==> config.mk <==
export PLATFORM = sky130hd
export DESIGN_NAME = one_wire_bus_master
export DESIGN_NICKNAME = d
export VERILOG_FILES = /design/src/hw/rtl/owbm_pkg.sv /design/src/hw/rtl/owbm_front.sv /design/src/hw/rtl/owbm_back.sv /design/src/hw/rtl/one_wire_bus_master.sv
export SDC_FILE = /design/constraint.sdc
export NUM_CORES = 1
export LEC_CHECK = 0
export ABC_AREA = 1
export BUFFER_PORTS_ARGS = -buffer_cell sky130_fd_sc_hd__buf_2
export CORE_MARGIN = 4
export CORE_UTILIZATION = 40
export CTS_CLUSTER_DIAMETER = 150
export DETAILED_ROUTE_END_ITERATION = 7
export GPL_TIMING_DRIVEN = 0
export PLACE_DENSITY = 0.68
export SLEW_MARGIN = 20
export SYNTH_ARGS = -nofsm -noshare
export SYNTH_HDL_FRONTEND = slang
export SYNTH_SLANG_ARGS = --single-unit
==> constraint.sdc <==
create_clock -name i_clk -period 4 [get_ports i_clk]
set_input_delay 0.4 -clock i_clk [delete_from_list [all_inputs] [get_ports i_clk]]
set_output_delay 0.4 -clock i_clk [all_outputs]
set_load 0.03 [all_outputs]
==> src/hw/rtl/owbm_pkg.sv <==
// ---------------------------------------------------------------------------
// owbm_pkg
// Types and constants shared by the 1-Wire bus master modules.
// ---------------------------------------------------------------------------
package owbm_pkg;

    // Timer width default and the fixed strong-high recovery length.
    localparam int TIMER_WIDTH_DEF = 10;
    localparam int RECOVERY_TICKS  = 5;

    // Depth of the queues between the ports and the sequencer.
    localparam int QUEUE_DEPTH = 2;

    // Configuration registers.
    localparam int CFG_NUM    = 8;
    localparam int CFG_W      = 10;
    localparam int CFG_IDX_W  = 3;
    localparam int CFG_PORT_W = 4;

    localparam logic [CFG_IDX_W-1:0] CFG_RESET_LOW     = 3'd0;
    localparam logic [CFG_IDX_W-1:0] CFG_PRESENCE_WAIT = 3'd1;
    localparam logic [CFG_IDX_W-1:0] CFG_RESET_TAIL    = 3'd2;
    localparam logic [CFG_IDX_W-1:0] CFG_WRITE_LOW     = 3'd3;
    localparam logic [CFG_IDX_W-1:0] CFG_WRITE_SLOT    = 3'd4;
    localparam logic [CFG_IDX_W-1:0] CFG_READ_LOW      = 3'd5;
    localparam logic [CFG_IDX_W-1:0] CFG_READ_WAIT     = 3'd6;
    localparam logic [CFG_IDX_W-1:0] CFG_READ_TAIL     = 3'd7;

    localparam logic [CFG_W-1:0] CFG_RESET_VAL [CFG_NUM] = '{
        10'd600, 10'd80, 10'd600, 10'd5, 10'd60, 10'd10, 10'd10, 10'd40
    };

    // Input mode codes.
    localparam logic [2:0] MODE_TICK    = 3'd0;
    localparam logic [2:0] MODE_RESET   = 3'd1;
    localparam logic [2:0] MODE_WR_BYTE = 3'd2;
    localparam logic [2:0] MODE_RD_BYTE = 3'd3;
    localparam logic [2:0] MODE_WR_BIT  = 3'd4;
    localparam logic [2:0] MODE_RD_BIT  = 3'd5;

    // Classified command codes handed from the front to the back.
    localparam logic [2:0] CMD_NONE    = 3'd0;
    localparam logic [2:0] CMD_RESET   = 3'd1;
    localparam logic [2:0] CMD_WR_BYTE = 3'd2;
    localparam logic [2:0] CMD_RD_BYTE = 3'd3;
    localparam logic [2:0] CMD_WR_BIT  = 3'd4;
    localparam logic [2:0] CMD_RD_BIT  = 3'd5;

    // Line drive codes.
    localparam logic [1:0] DRV_REL  = 2'd0;
    localparam logic [1:0] DRV_LOW  = 2'd1;
    localparam logic [1:0] DRV_HIGH = 2'd2;

    // Bus reset outcomes.
    localparam logic [1:0] STS_PRESENT   = 2'd0;
    localparam logic [1:0] STS_NO_DEVICE = 2'd1;
    localparam logic [1:0] STS_STUCK_LOW = 2'd2;

    typedef struct packed {
        logic [2:0] mode;
        logic [7:0] data_byte;
        logic       line_in;
    } t_in_item;

    typedef struct packed {
        logic [1:0] line_drive;
        logic       busy_res;
        logic       done_res;
        logic [7:0] read_data;
        logic [1:0] reset_status;
    } t_out_item;

    // One classified tick waiting for the sequencer.
    typedef struct packed {
        logic [2:0] cmd;
        logic [7:0] data_byte;
        logic       line_in;
    } t_tick;

endpackage

==> src/hw/rtl/owbm_front.sv <==
// ---------------------------------------------------------------------------
// owbm_front
// Accepts tick beats, classifies the mode into a command and holds the
// classified ticks in a short queue for the sequencer.
// ---------------------------------------------------------------------------
module owbm_front #(
    parameter int DEPTH = owbm_pkg::QUEUE_DEPTH
) (
    input  logic              i_clk,
    input  logic              i_rst_n,
    input  logic              i_push,
    input  owbm_pkg::t_in_item i_in,
    output logic              o_full,
    output logic              o_tick_valid,
    output owbm_pkg::t_tick   o_tick,
    input  logic              i_tick_take
);
    import owbm_pkg::*;

    localparam int PW = (DEPTH > 1) ? $clog2(DEPTH) : 1;
    localparam int CW = $clog2(DEPTH + 1);

    t_tick           r_mem [DEPTH];
    logic [PW-1:0]   r_wr;
    logic [PW-1:0]   r_rd;
    logic [CW-1:0]   r_cnt;
    logic [CW-1:0]   n_cnt;
    logic            push_ok;
    logic            take_ok;
    t_tick           cls;

    assign o_full       = (r_cnt == CW'(DEPTH));
    assign o_tick_valid = (r_cnt != '0);
    assign o_tick       = r_mem[r_rd];
    assign push_ok      = i_push && !o_full;
    assign take_ok      = i_tick_take && o_tick_valid;

    // Unused modes are plain ticks.
    always_comb begin
        cls.data_byte = i_in.data_byte;
        cls.line_in   = i_in.line_in;
        if (i_in.mode inside {[MODE_RESET:MODE_RD_BIT]}) begin
            case (i_in.mode)
                MODE_RESET:   cls.cmd = CMD_RESET;
                MODE_WR_BYTE: cls.cmd = CMD_WR_BYTE;
                MODE_RD_BYTE: cls.cmd = CMD_RD_BYTE;
                MODE_WR_BIT:  cls.cmd = CMD_WR_BIT;
                default:      cls.cmd = CMD_RD_BIT;
            endcase
        end else begin
            cls.cmd = CMD_NONE;
        end
    end

    // Occupancy count.
    always_comb begin
        case ({push_ok, take_ok})
            2'b10:   n_cnt = r_cnt + CW'(1);
            2'b01:   n_cnt = r_cnt - CW'(1);
            default: n_cnt = r_cnt;
        endcase
    end

    // Queue pointers and count.
    always_ff @(posedge i_clk) begin
        if (!i_rst_n) begin
            r_wr  <= '0;
            r_rd  <= '0;
            r_cnt <= '0;
        end else begin
            r_cnt <= n_cnt;
            if (push_ok) begin
                r_wr <= (r_wr == PW'(DEPTH - 1)) ? '0 : r_wr + PW'(1);
            end
            if (take_ok) begin
                r_rd <= (r_rd == PW'(DEPTH - 1)) ? '0 : r_rd + PW'(1);
            end
        end
    end

    // Queue storage.
    always_ff @(posedge i_clk) begin
        if (push_ok) begin
            r_mem[r_wr] <= cls;
        end
    end

endmodule

==> src/hw/rtl/owbm_back.sv <==
// ---------------------------------------------------------------------------
// owbm_back
// Slot sequencer: advances one classified tick per cycle while the result queue has room,
// times each phase from the timing registers and queues one result beat per tick.
// ---------------------------------------------------------------------------
module owbm_back #(
    parameter int TW    = owbm_pkg::TIMER_WIDTH_DEF,
    parameter int DEPTH = owbm_pkg::QUEUE_DEPTH
) (
    input  logic                               i_clk,
    input  logic                               i_rst_n,
    input  logic                               i_cfg_valid,
    input  logic [owbm_pkg::CFG_PORT_W-1:0]    i_cfg_index,
    input  logic [owbm_pkg::CFG_W-1:0]         i_cfg_data,
    output logic                               o_cfg_ready,
    input  logic                               i_tick_valid,
    input  owbm_pkg::t_tick                    i_tick,
    output logic                               o_tick_take,
    input  logic                               i_pop,
    output logic                               o_empty,
    output owbm_pkg::t_out_item                o_out
);
    import owbm_pkg::*;

    localparam int PW = (DEPTH > 1) ? $clog2(DEPTH) : 1;
    localparam int CW = $clog2(DEPTH + 1);
    localparam int LW = (TW > CFG_W) ? TW : CFG_W;
    localparam logic [LW-1:0] MAXV = LW'({TW{1'b1}});

    // Phase codes.
    localparam logic [3:0] PH_IDLE     = 4'd0;
    localparam logic [3:0] PH_RST_LOW  = 4'd1;
    localparam logic [3:0] PH_RST_WAIT = 4'd2;
    localparam logic [3:0] PH_RST_TAIL = 4'd3;
    localparam logic [3:0] PH_WR_LOW   = 4'd4;
    localparam logic [3:0] PH_WR_SLOT  = 4'd5;
    localparam logic [3:0] PH_WR_REC   = 4'd6;
    localparam logic [3:0] PH_RD_LOW   = 4'd7;
    localparam logic [3:0] PH_RD_WAIT  = 4'd8;
    localparam logic [3:0] PH_RD_TAIL  = 4'd9;

    localparam logic [2:0] BIT_LAST = 3'd7;

    logic [CFG_W-1:0] r_cfg [CFG_NUM];

    logic [3:0]    r_phase,    n_phase;
    logic [TW-1:0] r_timer,    n_timer;
    logic [2:0]    r_bit,      n_bit;
    logic [7:0]    r_shift,    n_shift;
    logic          r_multi,    n_multi;
    logic          r_presence, n_presence;
    logic [1:0]    r_status,   n_status;
    logic [7:0]    r_rdata,    n_rdata;

    t_out_item     res;
    t_out_item     r_oq [DEPTH];
    logic [PW-1:0] r_owr;
    logic [PW-1:0] r_ord;
    logic [CW-1:0] r_ocnt;
    logic [CW-1:0] n_ocnt;
    logic          fire;
    logic          pop_ok;

    // Timer load for a phase: zero counts as one tick, long values saturate.
    function automatic logic [TW-1:0] load_of(input logic [3:0] ph);
        logic [CFG_W-1:0] d;
        logic [LW-1:0]    e;
        case (ph)
            PH_RST_LOW:  d = r_cfg[CFG_RESET_LOW];
            PH_RST_WAIT: d = r_cfg[CFG_PRESENCE_WAIT];
            PH_RST_TAIL: d = r_cfg[CFG_RESET_TAIL];
            PH_WR_LOW:   d = r_cfg[CFG_WRITE_LOW];
            PH_WR_SLOT:  d = r_cfg[CFG_WRITE_SLOT];
            PH_WR_REC:   d = CFG_W'(RECOVERY_TICKS);
            PH_RD_LOW:   d = r_cfg[CFG_READ_LOW];
            PH_RD_WAIT:  d = r_cfg[CFG_READ_WAIT];
            default:     d = r_cfg[CFG_READ_TAIL];
        endcase
        e = LW'(d);
        if (e > MAXV) begin
            e = MAXV;
        end
        if (e == '0) begin
            e = LW'(1);
        end
        return TW'(e - LW'(1));
    endfunction

    // Configuration writes; indexes past the register list are dropped.
    assign o_cfg_ready = 1'b1;

    always_ff @(posedge i_clk) begin
        if (!i_rst_n) begin
            for (int i = 0; i < CFG_NUM; i++) begin
                r_cfg[i] <= CFG_RESET_VAL[i];
            end
        end else if (i_cfg_valid && (i_cfg_index < CFG_PORT_W'(CFG_NUM))) begin
            r_cfg[i_cfg_index[CFG_IDX_W-1:0]] <= i_cfg_data;
        end
    end

    // A tick is processed whenever the result queue can take its beat.
    assign o_empty     = (r_ocnt == '0);
    assign pop_ok      = i_pop && !o_empty;
    assign fire        = i_tick_valid && ((r_ocnt != CW'(DEPTH)) || pop_ok);
    assign o_tick_take = fire;
    assign o_out       = r_oq[r_ord];

    // Sequencer: command start, drive level, phase countdown and transitions.
    always_comb begin
        n_phase    = r_phase;
        n_timer    = r_timer;
        n_bit      = r_bit;
        n_shift    = r_shift;
        n_multi    = r_multi;
        n_presence = r_presence;
        n_status   = r_status;
        n_rdata    = r_rdata;
        res        = '0;

        // Start a command on the tick it arrives.
        if (r_phase == PH_IDLE && i_tick.cmd != CMD_NONE) begin
            n_bit   = '0;
            n_multi = (i_tick.cmd == CMD_WR_BYTE) || (i_tick.cmd == CMD_RD_BYTE);
            n_shift = (i_tick.cmd == CMD_WR_BIT) ? {7'd0, i_tick.data_byte[0]}
                                                 : i_tick.data_byte;
            case (i_tick.cmd)
                CMD_RESET: begin
                    n_phase = PH_RST_LOW;
                end
                CMD_WR_BYTE, CMD_WR_BIT: begin
                    n_phase = PH_WR_LOW;
                end
                default: begin
                    n_shift = '0;
                    n_phase = PH_RD_LOW;
                end
            endcase
            n_timer = load_of(n_phase);
        end

        if (n_phase != PH_IDLE) begin
            res.busy_res = 1'b1;
            case (n_phase)
                PH_RST_LOW, PH_WR_LOW, PH_RD_LOW: res.line_drive = DRV_LOW;
                PH_WR_SLOT: res.line_drive = n_shift[0] ? DRV_REL : DRV_LOW;
                PH_WR_REC:  res.line_drive = DRV_HIGH;
                default:    res.line_drive = DRV_REL;
            endcase

            if (n_timer != '0) begin
                n_timer = n_timer - TW'(1);
            end else begin
                case (n_phase)
                    PH_RST_LOW: begin
                        n_phase = PH_RST_WAIT;
                        n_timer = load_of(PH_RST_WAIT);
                    end
                    PH_RST_WAIT: begin
                        n_presence = i_tick.line_in;
                        n_phase    = PH_RST_TAIL;
                        n_timer    = load_of(PH_RST_TAIL);
                    end
                    PH_RST_TAIL: begin
                        n_status     = i_tick.line_in ? {1'b0, n_presence} : STS_STUCK_LOW;
                        n_phase      = PH_IDLE;
                        res.done_res = 1'b1;
                    end
                    PH_WR_LOW: begin
                        n_phase = PH_WR_SLOT;
                        n_timer = load_of(PH_WR_SLOT);
                    end
                    PH_WR_SLOT: begin
                        n_phase = PH_WR_REC;
                        n_timer = load_of(PH_WR_REC);
                    end
                    PH_WR_REC: begin
                        n_shift = {1'b0, n_shift[7:1]};
                        if (n_multi && n_bit != BIT_LAST) begin
                            n_bit   = n_bit + 3'd1;
                            n_phase = PH_WR_LOW;
                            n_timer = load_of(PH_WR_LOW);
                        end else begin
                            n_phase      = PH_IDLE;
                            n_timer      = '0;
                            res.done_res = 1'b1;
                        end
                    end
                    PH_RD_LOW: begin
                        n_phase = PH_RD_WAIT;
                        n_timer = load_of(PH_RD_WAIT);
                    end
                    PH_RD_WAIT: begin
                        n_shift = n_multi ? {i_tick.line_in, n_shift[7:1]}
                                          : {7'd0, i_tick.line_in};
                        n_phase = PH_RD_TAIL;
                        n_timer = load_of(PH_RD_TAIL);
                    end
                    default: begin
                        if (n_multi && n_bit != BIT_LAST) begin
                            n_bit   = n_bit + 3'd1;
                            n_phase = PH_RD_LOW;
                            n_timer = load_of(PH_RD_LOW);
                        end else begin
                            n_phase      = PH_IDLE;
                            n_timer      = '0;
                            n_rdata      = n_shift;
                            res.done_res = 1'b1;
                        end
                    end
                endcase
            end
        end

        res.read_data    = n_rdata;
        res.reset_status = n_status;
    end

    // Sequencer state.
    always_ff @(posedge i_clk) begin
        if (!i_rst_n) begin
            r_phase    <= PH_IDLE;
            r_timer    <= '0;
            r_bit      <= '0;
            r_shift    <= '0;
            r_multi    <= 1'b0;
            r_presence <= 1'b1;
            r_status   <= STS_NO_DEVICE;
            r_rdata    <= '0;
        end else if (fire) begin
            r_phase    <= n_phase;
            r_timer    <= n_timer;
            r_bit      <= n_bit;
            r_shift    <= n_shift;
            r_multi    <= n_multi;
            r_presence <= n_presence;
            r_status   <= n_status;
            r_rdata    <= n_rdata;
        end
    end

    // Result queue count.
    always_comb begin
        case ({fire, pop_ok})
            2'b10:   n_ocnt = r_ocnt + CW'(1);
            2'b01:   n_ocnt = r_ocnt - CW'(1);
            default: n_ocnt = r_ocnt;
        endcase
    end

    always_ff @(posedge i_clk) begin
        if (!i_rst_n) begin
            r_owr  <= '0;
            r_ord  <= '0;
            r_ocnt <= '0;
        end else begin
            r_ocnt <= n_ocnt;
            if (fire) begin
                r_owr <= (r_owr == PW'(DEPTH - 1)) ? '0 : r_owr + PW'(1);
            end
            if (pop_ok) begin
                r_ord <= (r_ord == PW'(DEPTH - 1)) ? '0 : r_ord + PW'(1);
            end
        end
    end

    // Result queue storage.
    always_ff @(posedge i_clk) begin
        if (fire) begin
            r_oq[r_owr] <= res;
        end
    end

endmodule

==> src/hw/rtl/one_wire_bus_master.sv <==
// Path: a tick beat is written into the front queue, taken from there by the sequencer
// into the result queue and popped from that queue; a full result queue holds it back.
// Throughput: one tick per cycle while the result queue has room.
// Queues of two beats on each side let push and pop stall independently.
// Reset (synchronous, active low) empties both queues, returns the sequencer
// to idle and reloads the default slot timings.
// ---------------------------------------------------------------------------
// one_wire_bus_master
// 1-Wire bus master driven by a microsecond tick stream: a classifying
// front queue feeds the slot sequencer, which queues one result per tick.
// ---------------------------------------------------------------------------
module one_wire_bus_master #(
    parameter int TIMER_WIDTH = owbm_pkg::TIMER_WIDTH_DEF,
    parameter int QUEUE_DEPTH = owbm_pkg::QUEUE_DEPTH
) (
    input  logic                            i_clk,
    input  logic                            i_rst_n,
    input  logic                            i_cfg_valid,
    input  logic [owbm_pkg::CFG_PORT_W-1:0] i_cfg_index,
    input  logic [owbm_pkg::CFG_W-1:0]      i_cfg_data,
    output logic                            o_cfg_ready,
    input  logic                            i_push,
    input  owbm_pkg::t_in_item              i_in,
    output logic                            o_full,
    input  logic                            i_pop,
    output logic                            o_empty,
    output owbm_pkg::t_out_item             o_out
);
    import owbm_pkg::*;

    t_tick tick;
    logic  tick_valid;
    logic  tick_take;

    // Front: accept and classify tick beats.
    owbm_front #(
        .DEPTH (QUEUE_DEPTH)
    ) u_front (
        .i_clk        (i_clk),
        .i_rst_n      (i_rst_n),
        .i_push       (i_push),
        .i_in         (i_in),
        .o_full       (o_full),
        .o_tick_valid (tick_valid),
        .o_tick       (tick),
        .i_tick_take  (tick_take)
    );

    // Back: slot sequencing and result queue.
    owbm_back #(
        .TW    (TIMER_WIDTH),
        .DEPTH (QUEUE_DEPTH)
    ) u_back (
        .i_clk        (i_clk),
        .i_rst_n      (i_rst_n),
        .i_cfg_valid  (i_cfg_valid),
        .i_cfg_index  (i_cfg_index),
        .i_cfg_data   (i_cfg_data),
        .o_cfg_ready  (o_cfg_ready),
        .i_tick_valid (tick_valid),
        .i_tick       (tick),
        .o_tick_take  (tick_take),
        .i_pop        (i_pop),
        .o_empty      (o_empty),
        .o_out        (o_out)
    );

endmodule

# --- Word-level counts from Yosys, hierarchy flattened ---
# Memories as Yosys holds them, arrays and structs flattened. A register that Yosys moved wholly into a read port is not among the register bits.
# Index checks and enable logic that the tools add are counted.
classes:
  add_sub_neg: 18
  n_mul: 0
  n_div: 0
  order_cmp: 11
  n_eq_ne: 31
  n_shift: 0
  muxes: 153
  bitwise: 1
  reduce_logical: 36
op_table:
  columns: ["operator", "count"]
  rows:
  - ["two-way mux 10 bit", 94]
  - ["case mux 10 bit (8 select lines)", 2]
  - ["subtractor 10 x 1 -> 10 bit, second input constant", 9]
  - ["greater-than comparator 10 bit, second input constant", 8]
  - ["zero test 10 bit", 8]
  - ["two-way mux 8 bit", 10]
  - ["== test 4 x 3 -> 1 bit, second input constant", 8]
  - ["case mux 4 bit (8 select lines)", 1]
  - ["two-way mux 3 bit", 9]
  - ["two-way mux 1 bit", 21]
  - ["two-way mux 4 bit", 5]
  - ["== test 4 x 2 -> 1 bit, second input constant", 4]
  - ["case mux 8 bit (2 select lines)", 1]
  - ["== test 3 x 2 -> 1 bit, second input constant", 4]
  - ["case mux 3 bit (4 select lines)", 1]
  - ["nonzero test 10 bit", 1]
  - ["OR reduction 10 bit", 1]
  - ["== test 4 x 1 -> 1 bit, second input constant", 2]
  - ["== test 4 bit, second input constant", 2]
  - ["logical AND 1 bit", 8]
  - ["two-way mux 2 bit", 4]
  - ["case mux 2 bit (2 select lines)", 2]
  - ["OR reduction 8 bit", 1]
  - ["OR reduction 7 bit", 1]
  - ["other kinds (28)", 43]
word_totals:
  register_bits: 45
  latchBits: 0
  ramBits: 132
  mem_bits_ro: 0
  inputBits: 31
  output_inout_bits: 17
  word_cells: 267
  n_memories: 3
memory_table:
  columns: ["memory", "words", "word_bits", "read_ports", "rd_clocked_by_memory_dff", "wr", "line_no", "source"]
  rows:
  - ["u_back.r_cfg", 8, 10, 8, 0, 8, "owbm_back.sv:44", "logic [CFG_W-1:0] r_cfg [CFG_NUM];"]
  - ["u_back.r_oq", 2, 14, 1, 1, 1, "owbm_back.sv:56", "t_out_item r_oq [DEPTH];"]
  - ["u_front.r_mem", 2, 12, 1, 1, 1, "owbm_front.sv:23", "t_tick r_mem [DEPTH];"]

# --- Longest topological paths before layout ---
# Gate-level depths: netlist (run 1).
depth:
  depth_word: 35
  depth_mapped: 30
  ltp_nobuf: 28

# --- Modules after synthesis ---
# A second synthesis (run 1) with hierarchy kept.
unflattened:
  hier_cells: 1298
  area_unflattened_um2: 10331.2
by_module_without_submodules:
  columns: ["module", "instances", "cells_each", "area_each_um2", "seq_area_each_um2"]
  rows:
  - ["owbm_back", 1, 1218, 9197.6, 4083.9]
  - ["owbm_front", 1, 80, 1133.6, 820.8]

# --- Worst setup path before layout (run 1) ---
# OpenSTA, ideal clock, no wires.
synth_timing:
  path_type: "reg2reg"
  startpoint: "register with a tool-made name"
  endpoint: "register u_back.r_timer[3]"
  setup_time_ns: 0.119
  t_arrival_ns: 3.309
  required_time_ns: 3.881
  setup_slack_ns: 0.571
  path_stages_with_launch: 29
  n_path_buf: 4
  synth_period_minus_slack_ns: 3.429
  path_cell_list: "dfxtp_1 > buf_6 > inv_8 > buf_8 > nand2_2 > nand2_2 > nand3_2 > buf_6 > nor2_1 > a21oi_2 > nand2_2 > nor2_2 > nand2_2 > nor2_4 > a21oi_2 > ha_1 > inv_1 > o21ai_0 > ha_1 > inv_1 > nor2_1 > nand3_2 > nor2_4 > nand2_4 > inv_2 > buf_4 > o21ai_1 > o21ai_1 > a21oi_1"
synth_rtl:
  columns: ["element", "line_no", "source"]
  rows:
  - ["end signal, assigned", "owbm_back.sv:232", "r_timer <= n_timer;"]
  - ["end, declared", "owbm_back.sv:47", "logic [TW-1:0] r_timer, n_timer;"]

==> summary by stage, run 1 <==
Outcome
The run finished with clean final reports.

GRT
The sum of overflow across all layers after global routing is 0. Global routing used 20.1% of the available tracks across all layers. The global-route wire length before repair is between 40000 and 50000 um. Entering global routing, the biggest net connects 18 pins. The via count of the first global-routing pass is between 8000 and 9000. The number of antenna violations at the first check in global routing is 0.

Min path
Along the worst hold path, the cell count comes to 1. The path with the worst hold slack has its endpoint at u_front.r_mem[1][6]. The tightest min-delay check is of the input pin to flip-flop type. The startpoint identified for the worst hold timing path is i_in[6].

Timing
The final number of hold-violating endpoints was 0. The final-report max-slew violation count is 0. The worst-margin pin slew is about 1.0 ns. The timing-limited maximum frequency is 0.265 GHz.

Setup slack closes at 0.233 ns. The share of the cycle needed by the critical path after routing is between 90% and 100%. The clock arrives with roughly 0.013 ns of skew.

The shortest clock period the worst path allows after layout is around 3.8 ns. The number of setup violations in the final report is 0. The worst max-slew margin expressed relative to the limit is between 30% and 40%.

Detailed routing
The violation count after the first detailed-routing iteration is 826. The number of antenna-violating nets in the routed design is 0. The number of vias after detailed routing is slightly above 9000.

The remaining design rule violation count is 0. The first detailed-routing pass took 5 iterations. In the final routed layout, each cell accounts on average for approximately 17 um. The average vias per placed instance is ~5.3.

After detailed routing, the total wire length is roughly 29000 um.

Placement
The detailed-placement wirelength estimate is between 20000 and 25000 um. The placer congestion estimate is 0.961. At the placement stage, the worst setup path has a slack of -0.352 ns. The number of port buffers is 46.

CTS
The master cell of the clock root buffer is clkbuf_16. The clock slew at the register clock pins of the worst setup and hold paths is about 0.070 ns. For the worst-skew pair, the clock arrives at the later sink with an insertion delay of 0.44 ns. Counting the buffers created by CTS gives 17.

The clock tree from TritonCTS is done. The H-tree depth is 4. The TritonCTS sink count is 179. The buffer depth of the longest clock path is 2.

Worst setup path
The internal reg-to-reg setup slack is roughly 0.23 ns. The critical path data arrival time is about 3.9 ns. The worst setup path is captured at a flip-flop. The critical path launch point type is a flip-flop. The highest fanout seen on the critical path is 7. The endpoint identified for the worst register-to-register timing path is u_back.r_oq[0][7].

The critical path's top delay family is simple AND/OR/NAND/NOR gates. The critical path's largest stage delay is approximately 0.32 ns. The number of cells traversed by the worst register-to-register path is 27. The kind of critical path is flip-flop to flip-flop.

The critical path contains buffers and inverters numbering 3 combined. The cell occurring most often along the worst timing path is nand2_1. The data required time of the worst path is about 4.2 ns. The critical path's slowest cell is dfxtp_1.

Yosys
The synthesized design contains roughly 130 enable-type register cells. The total of warnings raised by yosys is 0. The average instance in the mapped netlist occupies between 8 and 9 um2. The mapped cell area is 0.0104 mm2.

The register area share after synthesis is 47.2%. For this run, the leading register cell type out of synthesis is edfxtp_1. The number of synthesized register bits is 179. The async set-or-reset flop fraction in the synthesized netlist is 0%. The cell count after synthesis is between 1000 and 1500. The post-synth net total is approximately 1300. The synthesized netlist contains 56 unique library cells.

Floorplan
The standard-cell row count is slightly below 60. In this run the standard cell core region covers approximately 0.025 mm2. The height of the chip is 169 um. Once the floorplan was initialized, standard cells occupied 41.0% of the core. The number of placed I/O pins is between 40 and 50. The floorplan die width is around 170 um. The area of the die is approximately 0.029 mm2.

Finish
0 antenna diodes ended up in the layout. The number of nets in the finished design is ~1400. The post-synthesis to final-layout area growth is 15.7%.

Fill cells in the final layout number 2473. Of the cells placed in the final design, the portion with a size suffix greater than 1 is 17.3%.

Job
The count of maximum capacitance violations is 0.
==> cell families after synthesis <==
| logic type | after synthesis | share of synthesized area, % |
|---|---|---|
| flops | 179 | 47.2 |
| other cells | 1 | 0.0361 |
| mux | 14 | 1.52 |
| buf+inv | 195 | 7.89 |
| xor+xnor | 15 | 1.27 |
| fa+ha+maj | 10 | 1.21 |
| compound gates | 176 | 9.75 |
| simple gates | 707 | 31.1 |
==> synthesized netlist by cell type (5+ instances only) <==
| master | instances | area share (%) |
|---|---|---|
| nor4_1 | 11 | 0.66 |
| ha_1 | 10 | 1.2 |
| nor2_1 | 162 | 5.9 |
| or2_2 | 7 | 0.42 |
| a31oi_1 | 8 | 0.48 |
| nor2_4 | 9 | 0.98 |
| dfxtp_1 | 47 | 9.1 |
| buf_6 | 6 | 0.65 |
| mux2_2 | 14 | 1.5 |
| clkbuf_1 | 20 | 0.72 |
| nand3_2 | 12 | 1.2 |
| inv_2 | 10 | 0.36 |
| a21oi_1 | 54 | 2.6 |
| nand2_1 | 350 | 13 |
| inv_1 | 140 | 5.1 |
| buf_2 | 5 | 0.24 |
| o21ai_0 | 62 | 3.0 |
| o211ai_1 | 5 | 0.36 |
| o21ai_1 | 18 | 0.87 |
| nor3_1 | 13 | 0.63 |
| clkinv_1 | 5 | 0.18 |
| nor2_2 | 7 | 0.42 |
| nand2_2 | 18 | 1.1 |
| xor2_1 | 11 | 0.93 |
| a22oi_1 | 7 | 0.51 |
| nand4_1 | 26 | 1.6 |
| edfxtp_1 | 132 | 38 |
| nand3_1 | 76 | 3.7 |
==> area by class of cell <==
class	count	area, um2	share of cell area, %
Tap cell	330	413	3.44
Buffer	38	231	1.93
Multi-Input combinational cell	923	4810	40.0
Clock buffer	18	429	3.57
Timing Repair Buffer	71	418	3.48
Inverter	157	606	5.04
Sequential cell	179	4900	40.8
Clock inverter	14	200	1.67
==> what timing repair did <==
| item | 4_1_cts | 5_1_grt |
|---|---|---|
| buffers inserted | 0 | 25 |
| pin swaps | 0 | 13 |
| endpoints found under the hold margin | 0 | 0 |
| hold buffers | 0 | 0 |
| gates resized for setup | 7 | 33 |
| cloned | 0 | 0 |
| setup endpoints to repair | 58 | 58 |
==> through the flow <==
| stage | instance area, um2 | utilization [%] | setup TNS, ns | hold WS [ns] | instances |
|---|---|---|---|---|---|
| final | 12000 | 47.4 | 0 | 0.162 | 1730 |
| after floorplan | 10400 | - | 0 | 0.426 | 1297 |
| after CTS | 11700 | 46.1 | 0 | 0.147 | 1705 |
| after detailed placement | 11000 | 43.5 | -6.30 | 0.451 | 1673 |
| after global placement | 11000 | 43.5 | -4.53 | 0.439 | 1673 |
| after global routing | 12000 | 47.4 | -0.0409 | 0.144 | 1730 |
==> how the worst max path moves through the flow <==
stage / cells after the start / end / slack (ns)
3_3_place_gp: 23 / u_back.r_timer[9] / -0.35
5_1_grt: 28 / u_back.r_oq[1][2] / -0.01
3_5_place_dp: 23 / u_back.r_timer[9] / -0.35
6_report: 27 / u_back.r_oq[0][7] / 0.23
2_1_floorplan: 28 / u_back.r_timer[3] / 0.57
4_1_cts: 27 / u_back.r_timer[8] / 0.05
==> per-layer routing <==
metal / global-route usage (%) / part of all wire, % / wire length (um) / up-vias
met5: 0 / 0 / 0 / -
met4: 5.18 / 2.0 / 590 / 0
met3: 3.06 / 6.7 / 1990 / 40
met2: 34.0 / 49 / 14300 / 369
met1: 27.1 / 43 / 12500 / 4243
li1: - / - / - / 4476
==> registers in the layout (all words and copies together) (netlist names), named ones only <==
register	count
u_back.r_cfg	80
u_back.r_rdata	8
u_front.r_cnt	2
u_back.r_status	2
u_back.r_phase	4
u_back.r_shift	8
u_back.r_presence	1
u_back.r_ocnt	2
u_back.r_bit	3
u_front.r_wr	1
u_back.r_owr	1
u_front.r_mem	24
u_back.r_multi	1
u_back.r_oq	28
u_back.r_ord	1
u_back.r_timer	10
u_front.r_rd	1
==> layout by cell type (no fill, tap or decap), types with 5 or more instances in the layout <==
| cell type | count |
|---|---|
| nand2_4 | 5 |
| buf_6 | 6 |
| dfxtp_1 | 47 |
| a21oi_1 | 54 |
| nor3_1 | 13 |
| nand3_1 | 74 |
| o21ai_0 | 59 |
| clkinv_1 | 5 |
| mux2_2 | 14 |
| xor2_1 | 10 |
| nor2_4 | 12 |
| buf_2 | 49 |
| clkbuf_16 | 17 |
| a22oi_1 | 7 |
| nand3_4 | 7 |
| o211ai_1 | 5 |
| inv_2 | 10 |
| edfxtp_1 | 132 |
| clkbuf_1 | 20 |
| nor2_1 | 155 |
| nand4_1 | 26 |
| nand2_1 | 349 |
| a31oi_1 | 8 |
| ha_1 | 10 |
| inv_6 | 5 |
| nor2_2 | 11 |
| nor4_1 | 11 |
| inv_1 | 138 |
| o21ai_1 | 18 |
| buf_4 | 30 |
| nand3_2 | 10 |
| nand2_2 | 17 |
| or2_2 | 7 |
Power of run 1 is not shown: default switching activity piles up to over one toggle a cycle in this logic, so the estimate is an artifact.
==> run 2, diff against run 1 <==
BUFFER_PORTS_ARGS = not set   (was -buffer_cell sky130_fd_sc_hd__buf_2)
CORE_ASPECT_RATIO = 0.7   (was not set)
CTS_BUF_LIST = sky130_fd_sc_hd__clkbuf_2 sky130_fd_sc_hd__clkbuf_4 sky130_fd_sc_hd__clkbuf_8   (was not set)
DONT_BUFFER_PORTS = 1   (was not set)
PLACE_DENSITY = 0.66   (was 0.68)
==> run 2 against run 1 <==
Against the previous run: flip-flop and latch count unchanged; core utilization down 1.2 points; routed wire length increased by 5.9%; cell count shrank 1.2%; critical path depth rose by 2; register-to-register slack got worse by 0.08 ns; sequential share of layout area up 0.54 points; clock skew grew 0.0063 ns.
==> summary by stage, run 2 (same netlist as run 1, synthesis figures left out) <==
Outcome
The flow ran to the end, and the final reports show no timing, DRC or antenna violations.

Worst setup path
The worst setup path is captured at a flip-flop. The critical path launch point type is a flip-flop. The cell occurring most often along the worst timing path is nand2_1. Data on the critical path is required at its endpoint by about 4.4 ns. In this run the worst path has a maximum fanout of 7.

The critical path data arrival time is 4.22 ns. Among all stages on the critical path, the largest delay is contributed by dfxtp_2. The critical path is of the flip-flop to flip-flop type. In this design, the stage delay of the slowest critical-path cell is 0.33 ns.

Floorplan
The number of placed I/O pins is 48. The height of the chip is ~140 um. After floorplanning, the core was divided into just under 50 placement rows. Once the floorplan was initialized, standard cells occupied 40.5% of the core. The floorplan step defined a core boundary enclosing between 0.02 and 0.03 mm2. The die is between 200 and 250 um wide.

The die covers around 0.029 mm2.

CTS
The source-to-sink clock delay at the later pin of the worst-skew pair is slightly below 0.5 ns. The H-tree depth is 4. The TritonCTS sink count is ~180. Counting the buffers created by CTS gives 17. The clock slew at the register clock pins of the worst setup and hold paths is between 0.1 and 0.15 ns. The clock passes through at most 2 buffers. The master cell of the clock root buffer is clkbuf_8.

TritonCTS built the clock tree.

Detailed routing
The average vias per placed instance is 5.43. Dividing the detail-routed wire length by the instance count gives ~18 um. The remaining design rule violation count is 0. For this block, the via count after detailed routing is slightly above 9000. After the first detailed-routing iteration, the DRC count stood at 914. The first TritonRoute pass finished after 5 iterations. The overall routed net length is a little over 30000 um. Once detail routing completed, the nets flagged for antenna violations numbered 0.

Timing
The least setup slack across all paths after layout is roughly 0.15 ns. The worst max-slew margin expressed relative to the limit is a little over two fifths. The final-report max-slew violation count is 0. The shortest clock period the worst path allows after layout is 3.85 ns. For the pin with the worst max-slew slack, the measured transition is approximately 0.84 ns. On the final layout, the worst clock skew is roughly 0.019 ns. For this run, the top clock speed supported by timing is 0.260 GHz. The accumulated negative setup slack is 0 ns. The share of the cycle needed by the critical path after routing is 96.2%.

Setup violations remaining at the end of the flow were counted as 0. The final number of hold-violating endpoints was 0.

Placement
The detailed-placement wirelength estimate is roughly 23000 um. The placement-stage worst setup slack is -0.387 ns. The placed cell area is about 0.011 mm2. Buffers placed on the I/O ports in this run total 0.

At the end of routability-driven placement, the weighted congestion stood at a little under 1.

GRT
The first global-routing pass estimated roughly 47000 um of wire. Across every metal layer, demand over resource in global routing totals a little over a fifth. For this run the aggregate overflow at the end of global routing stands at 0.

The pin count of the biggest net entering global routing is 19. The via count of the first global-routing pass came to between 8000 and 9000. The number of antenna violations at the first check in global routing came to 0.

Finish
Cells with a size suffix above 1 make up 16.6% of the layout. The number of nets in the finished design is ~1400. Compared with the post-synthesis result, the final layout area differs by 14.2%. In the layout the commonest cells are 342 x nand2_1, 152 x nor2_1, 138 x inv_1. The area used by sequential logic in the layout is between 0.004 and 0.005 mm2. Ranked by flip-flop count, first place goes to u_back.r_cfg.

The number of antenna diodes in the final layout is 0. The register with the most flip-flops in the layout has 80 of them. The multi-input combinational cells in the finished layout cover a total of approximately 0.0049 mm2.

The largest registers in the layout are u_back.r_cfg: 80 flops, u_back.r_oq: 28 flops, u_front.r_mem: 24 flops. After filler insertion, the fill cell instance count of the layout stands at about 2500. With fillers left out, the area of the finished cells amounts to 0.0119 mm2. The most frequent standard cell in the layout excluding fill and tap cells is nand2_1.

Job
Max-cap violations in this run came to 0.

Min path
The type of the worst min-delay path is input pin to flip-flop.
==> run 2: per-stage QoR <==
step           cells  utilization [%]  hold slack [ns]
3_5_place_dp    1628             42.1            0.446
3_3_place_gp    1628             42.1            0.436
2_1_floorplan   1297                -            0.426
5_1_grt         1710             46.3           0.0745
4_1_cts         1670             44.2           0.0782
6_report        1710             46.3            0.107
==> run 2: path summary, 6_finish.rpt <==
kind	start	end	slack, ns	depth (start not counted)
worst max register to register	flip-flop	u_back.r_timer[9]	0.15	29
worst min register to register	u_back.r_ord	u_back.r_ord	0.46	1
worst max-delay path	flip-flop	u_back.r_timer[9]	0.15	29
worst min-delay path	i_in[11]	u_front.r_mem[0][10]	0.11	1
==> run 2: layer usage <==
layer  routed length [um]  track usage, %  vias up
li1                     -               -     4433
met1                15000            32.3     4388
met2                12500            28.9      434
met3                 3220            6.45       34
met4                  453            5.10        0
met5                    0               0        -
==> run 2: critical path, delay by kind of cell, from the launching register on <==
kind	cells	cell delay [ns]
buffers and inverters	7	0.89
AO/OA/AOI/OAI	3	0.39
AND/OR/NAND/NOR	17	1.74
XOR/XNOR	1	0.14
flip-flops	1	0.33
adder cells (fa/ha/maj)	1	0.23
==> run 2: area by class of cell <==
cell class / count / share of cell area (%)
Sequential cell: 179 / 41.4
Multi-Input combinational cell: 923 / 41.0
Inverter: 157 / 5.12
Timing Repair Buffer: 50 / 3.49
Tap cell: 331 / 3.49
Buffer: 38 / 2.12
Clock buffer: 17 / 1.97
Clock inverter: 15 / 1.42
==> run 2: what timing repair did <==
action | in CTS | in global routing
resized for setup | 8 | 66
hold buffers | 9 | 0
endpoints found under the hold margin | 18 | 0
endpoints found under the setup margin | 58 | 58
setup buffers | 1 | 39
cloned | 0 | 1
pin swaps | 1 | 33
Power of run 2 is left out for the same reason.
==> run 3, diff against run 2 <==
PLACE_DENSITY = not set   (was 0.66)
==> run 3 against run 2 <==
Against the previous run: final area fell by 1.3%; via count fell by 3.0%; register-to-register slack barely moved; first-iteration DRC count fell by 2.4%.
==> summary by stage, run 3 (same netlist as run 1, synthesis figures left out) <==
Outcome
The flow ran to the end, and the final reports show no timing, DRC or antenna violations.

Floorplan
The starting utilization of the core area is 40.5%. Measured along the y axis, the die boundary spans roughly 140 um. The number of placed I/O pins is 48. In this run the standard cell core region covers 0.0256 mm2. The floorplan die width is approximately 200 um.

The standard-cell row count is 49. The die covers 0.0286 mm2.

Worst setup path
The critical path launch point type is a flip-flop. The critical register-to-register path endpoint is u_back.r_timer[3]. The critical path contains buffers and inverters numbering 7 combined. The data required time of the worst path is 4.37 ns. The most numerous cell type found on the critical path is nor2_4. The critical path data arrival time is between 4 and 5 ns. Along the worst path, the maximum fanout reaches 10. The number of cells traversed by the worst register-to-register path is 27. The internal reg-to-reg setup slack is between 0.15 and 0.2 ns. The critical path is of the flip-flop to flip-flop type. In this design, the largest share of critical-path delay is due to simple AND/OR/NAND/NOR gates. STA classifies the critical path endpoint as a flip-flop. Among all stages on the critical path, the largest delay is contributed by dfxtp_2. On the worst path, the slowest cell contributes a delay of roughly 0.35 ns.

Detailed routing
The overall routed net length is around 31000 um. The routed layout has about 9000 vias. After the first detailed-routing iteration, the DRC count stood at ~890.

The detailed-routing iteration count for the pre-antenna-repair pass is 5. The detail route stage leaves a number of antenna-violating nets equal to 0. The average vias per placed instance is between 5 and 6. In the routed design, unresolved DRC markers number 0. The final routed wire length divided by cell count is 18.1 um.

Finish
The register with the most flip-flops in the layout has 80 of them. The library cell used most frequently in the layout, excluding fill and tap cells, is nand2_1. More flip-flops sit in one register than any other, and that register is u_back.r_cfg.

In the final layout, the registers with the most flip-flops are u_back.r_cfg: 80 flops, u_back.r_oq: 28 flops, u_front.r_mem: 24 flops. After routing the design area is 0.0117 mm2. Compared with the post-synthesis result, the final layout area differs by 12.7%. The count of inserted antenna diode cells is 0.

Leaving out fill and tap cells, the most frequent cells in the layout are 345 x nand2_1, 151 x nor2_1, 137 x inv_1. The number of fill cells is 2547. The ratio of cells with drive above 1 in the final layout is between 10% and 20%. The number of nets in the finished design is roughly 1400.

Min path
The tightest min-delay check is of the input pin to flip-flop type. The worst hold endpoint is u_front.r_mem[1][10]. The beginning of the worst hold path is i_in[11]. Counting instances, the worst hold path has a depth of 1.

Timing
The final number of hold-violating endpoints is 0. Setup violations remaining at the end of the flow were counted as 0. The shortest clock period the worst path allows after layout is approximately 3.8 ns. In the finished design, the share of the clock period the worst path needs comes to around 96%.

Setup repair after global routing could not meet its margin everywhere. Static timing analysis puts the maximum clock frequency at approximately 0.26 GHz. The final-report max-slew violation count came to 0.

The clock arrives with 0.0228 ns of skew. At the pin with the least slew margin, the transition time is between 0.8 and 0.9 ns. The worst max-slew margin expressed relative to the limit is 43.9%.

CTS
The master cell of the clock root buffer is clkbuf_8. Clock-pin slew was measured on the worst setup and hold paths at 0.10 ns. The longest clock path from root to sink contains 2 buffers. TritonCTS built the clock tree.

Clock tree synthesis found a total of ~180 sinks. The H-tree depth is 4. The CTS buffer count is 17.

The source-to-sink clock delay at the later pin of the worst-skew pair is about 0.49 ns.

GRT
The pin count of the biggest net entering global routing is 18. The global routing usage summed across all routing layers is approximately a fifth. The first global-routing pass estimated roughly 46000 um of wire. The number of antenna violations at the first check in global routing is 0. The via count of the first global-routing pass was 7926. Summed over all layers, the global routing overflow is 0.

Placement
The placed cell area is approximately 0.011 mm2. Routability-driven placement finished with a final weighted congestion of ~0.96. The count of buffers added on input and output ports is 0. The detailed-placement wirelength estimate is ~23000 um.

Job
Across the run, the number of max-cap violations was 0.
run 3: cell count changes in the layout (fill, tap and decap cells not counted), sizes merged:
cell / before / now
buf: 56 / 42
clkbuf: 40 / 41
inv: 159 / 160
bufinv: 1 / 0
run 3: how the worst max path moves through the flow:
stage,from,endpoint,slack [ns],cells after the start
finish,flip-flop,u_back.r_timer[3],0.17,27
global route,flip-flop,u_back.r_rdata[1],-0.05,27
CTS,flip-flop,u_back.r_timer[3],0.02,28
detailed placement,u_back.r_phase[1],u_back.r_timer[9],-0.42,23
global placement,u_back.r_phase[1],u_back.r_timer[9],-0.41,23
floorplan,flip-flop,u_back.r_timer[3],0.57,28
run 3: final cells by class:
| cell class | count | area [um2] | share of cell area, % |
|---|---|---|---|
| Buffer | 38 | 245 | 2.10 |
| Clock buffer | 17 | 234 | 2.00 |
| Clock inverter | 15 | 123 | 1.05 |
| Inverter | 157 | 608 | 5.20 |
| Multi-Input combinational cell | 923 | 4870 | 41.6 |
| Sequential cell | 179 | 4910 | 41.9 |
| Tap cell | 331 | 414 | 3.54 |
| Timing Repair Buffer | 37 | 300 | 2.57 |
run 3: per-stage QoR:
stage | setup slack, ns | hold slack (ns) | cells | setup TNS (ns) | util [%]
floorplan | 0.571 | 0.426 | 1297 | 0 | -
global placement | -0.413 | 0.436 | 1628 | -7.56 | 42.1
detailed placement | -0.419 | 0.447 | 1628 | -7.45 | 42.1
CTS | 0.0175 | 0.0861 | 1669 | 0 | 44.0
global route | -0.0456 | 0.0783 | 1697 | -0.273 | 45.7
finish | 0.165 | 0.109 | 1697 | 0 | 45.7
run 3: routing by layer:
metal	part of all wire, %	wire (um)	GRT usage, %	up-vias
li1	-	-	-	4412
met1	50	15300	33.0	4207
met2	40	12300	29.1	361
met3	9.3	2850	5.65	28
met4	0.92	282	3.62	0
met5	0	0	0	-
run 3: what timing repair did:
action,CTS,global route
hold endpoints to repair,18,0
gates resized for setup,9,53
cloned,0,0
endpoints found under the setup margin,56,58
hold buffers,9,0
setup buffers,0,28
pin swaps,0,27
Power of run 3 is left out for the same reason.
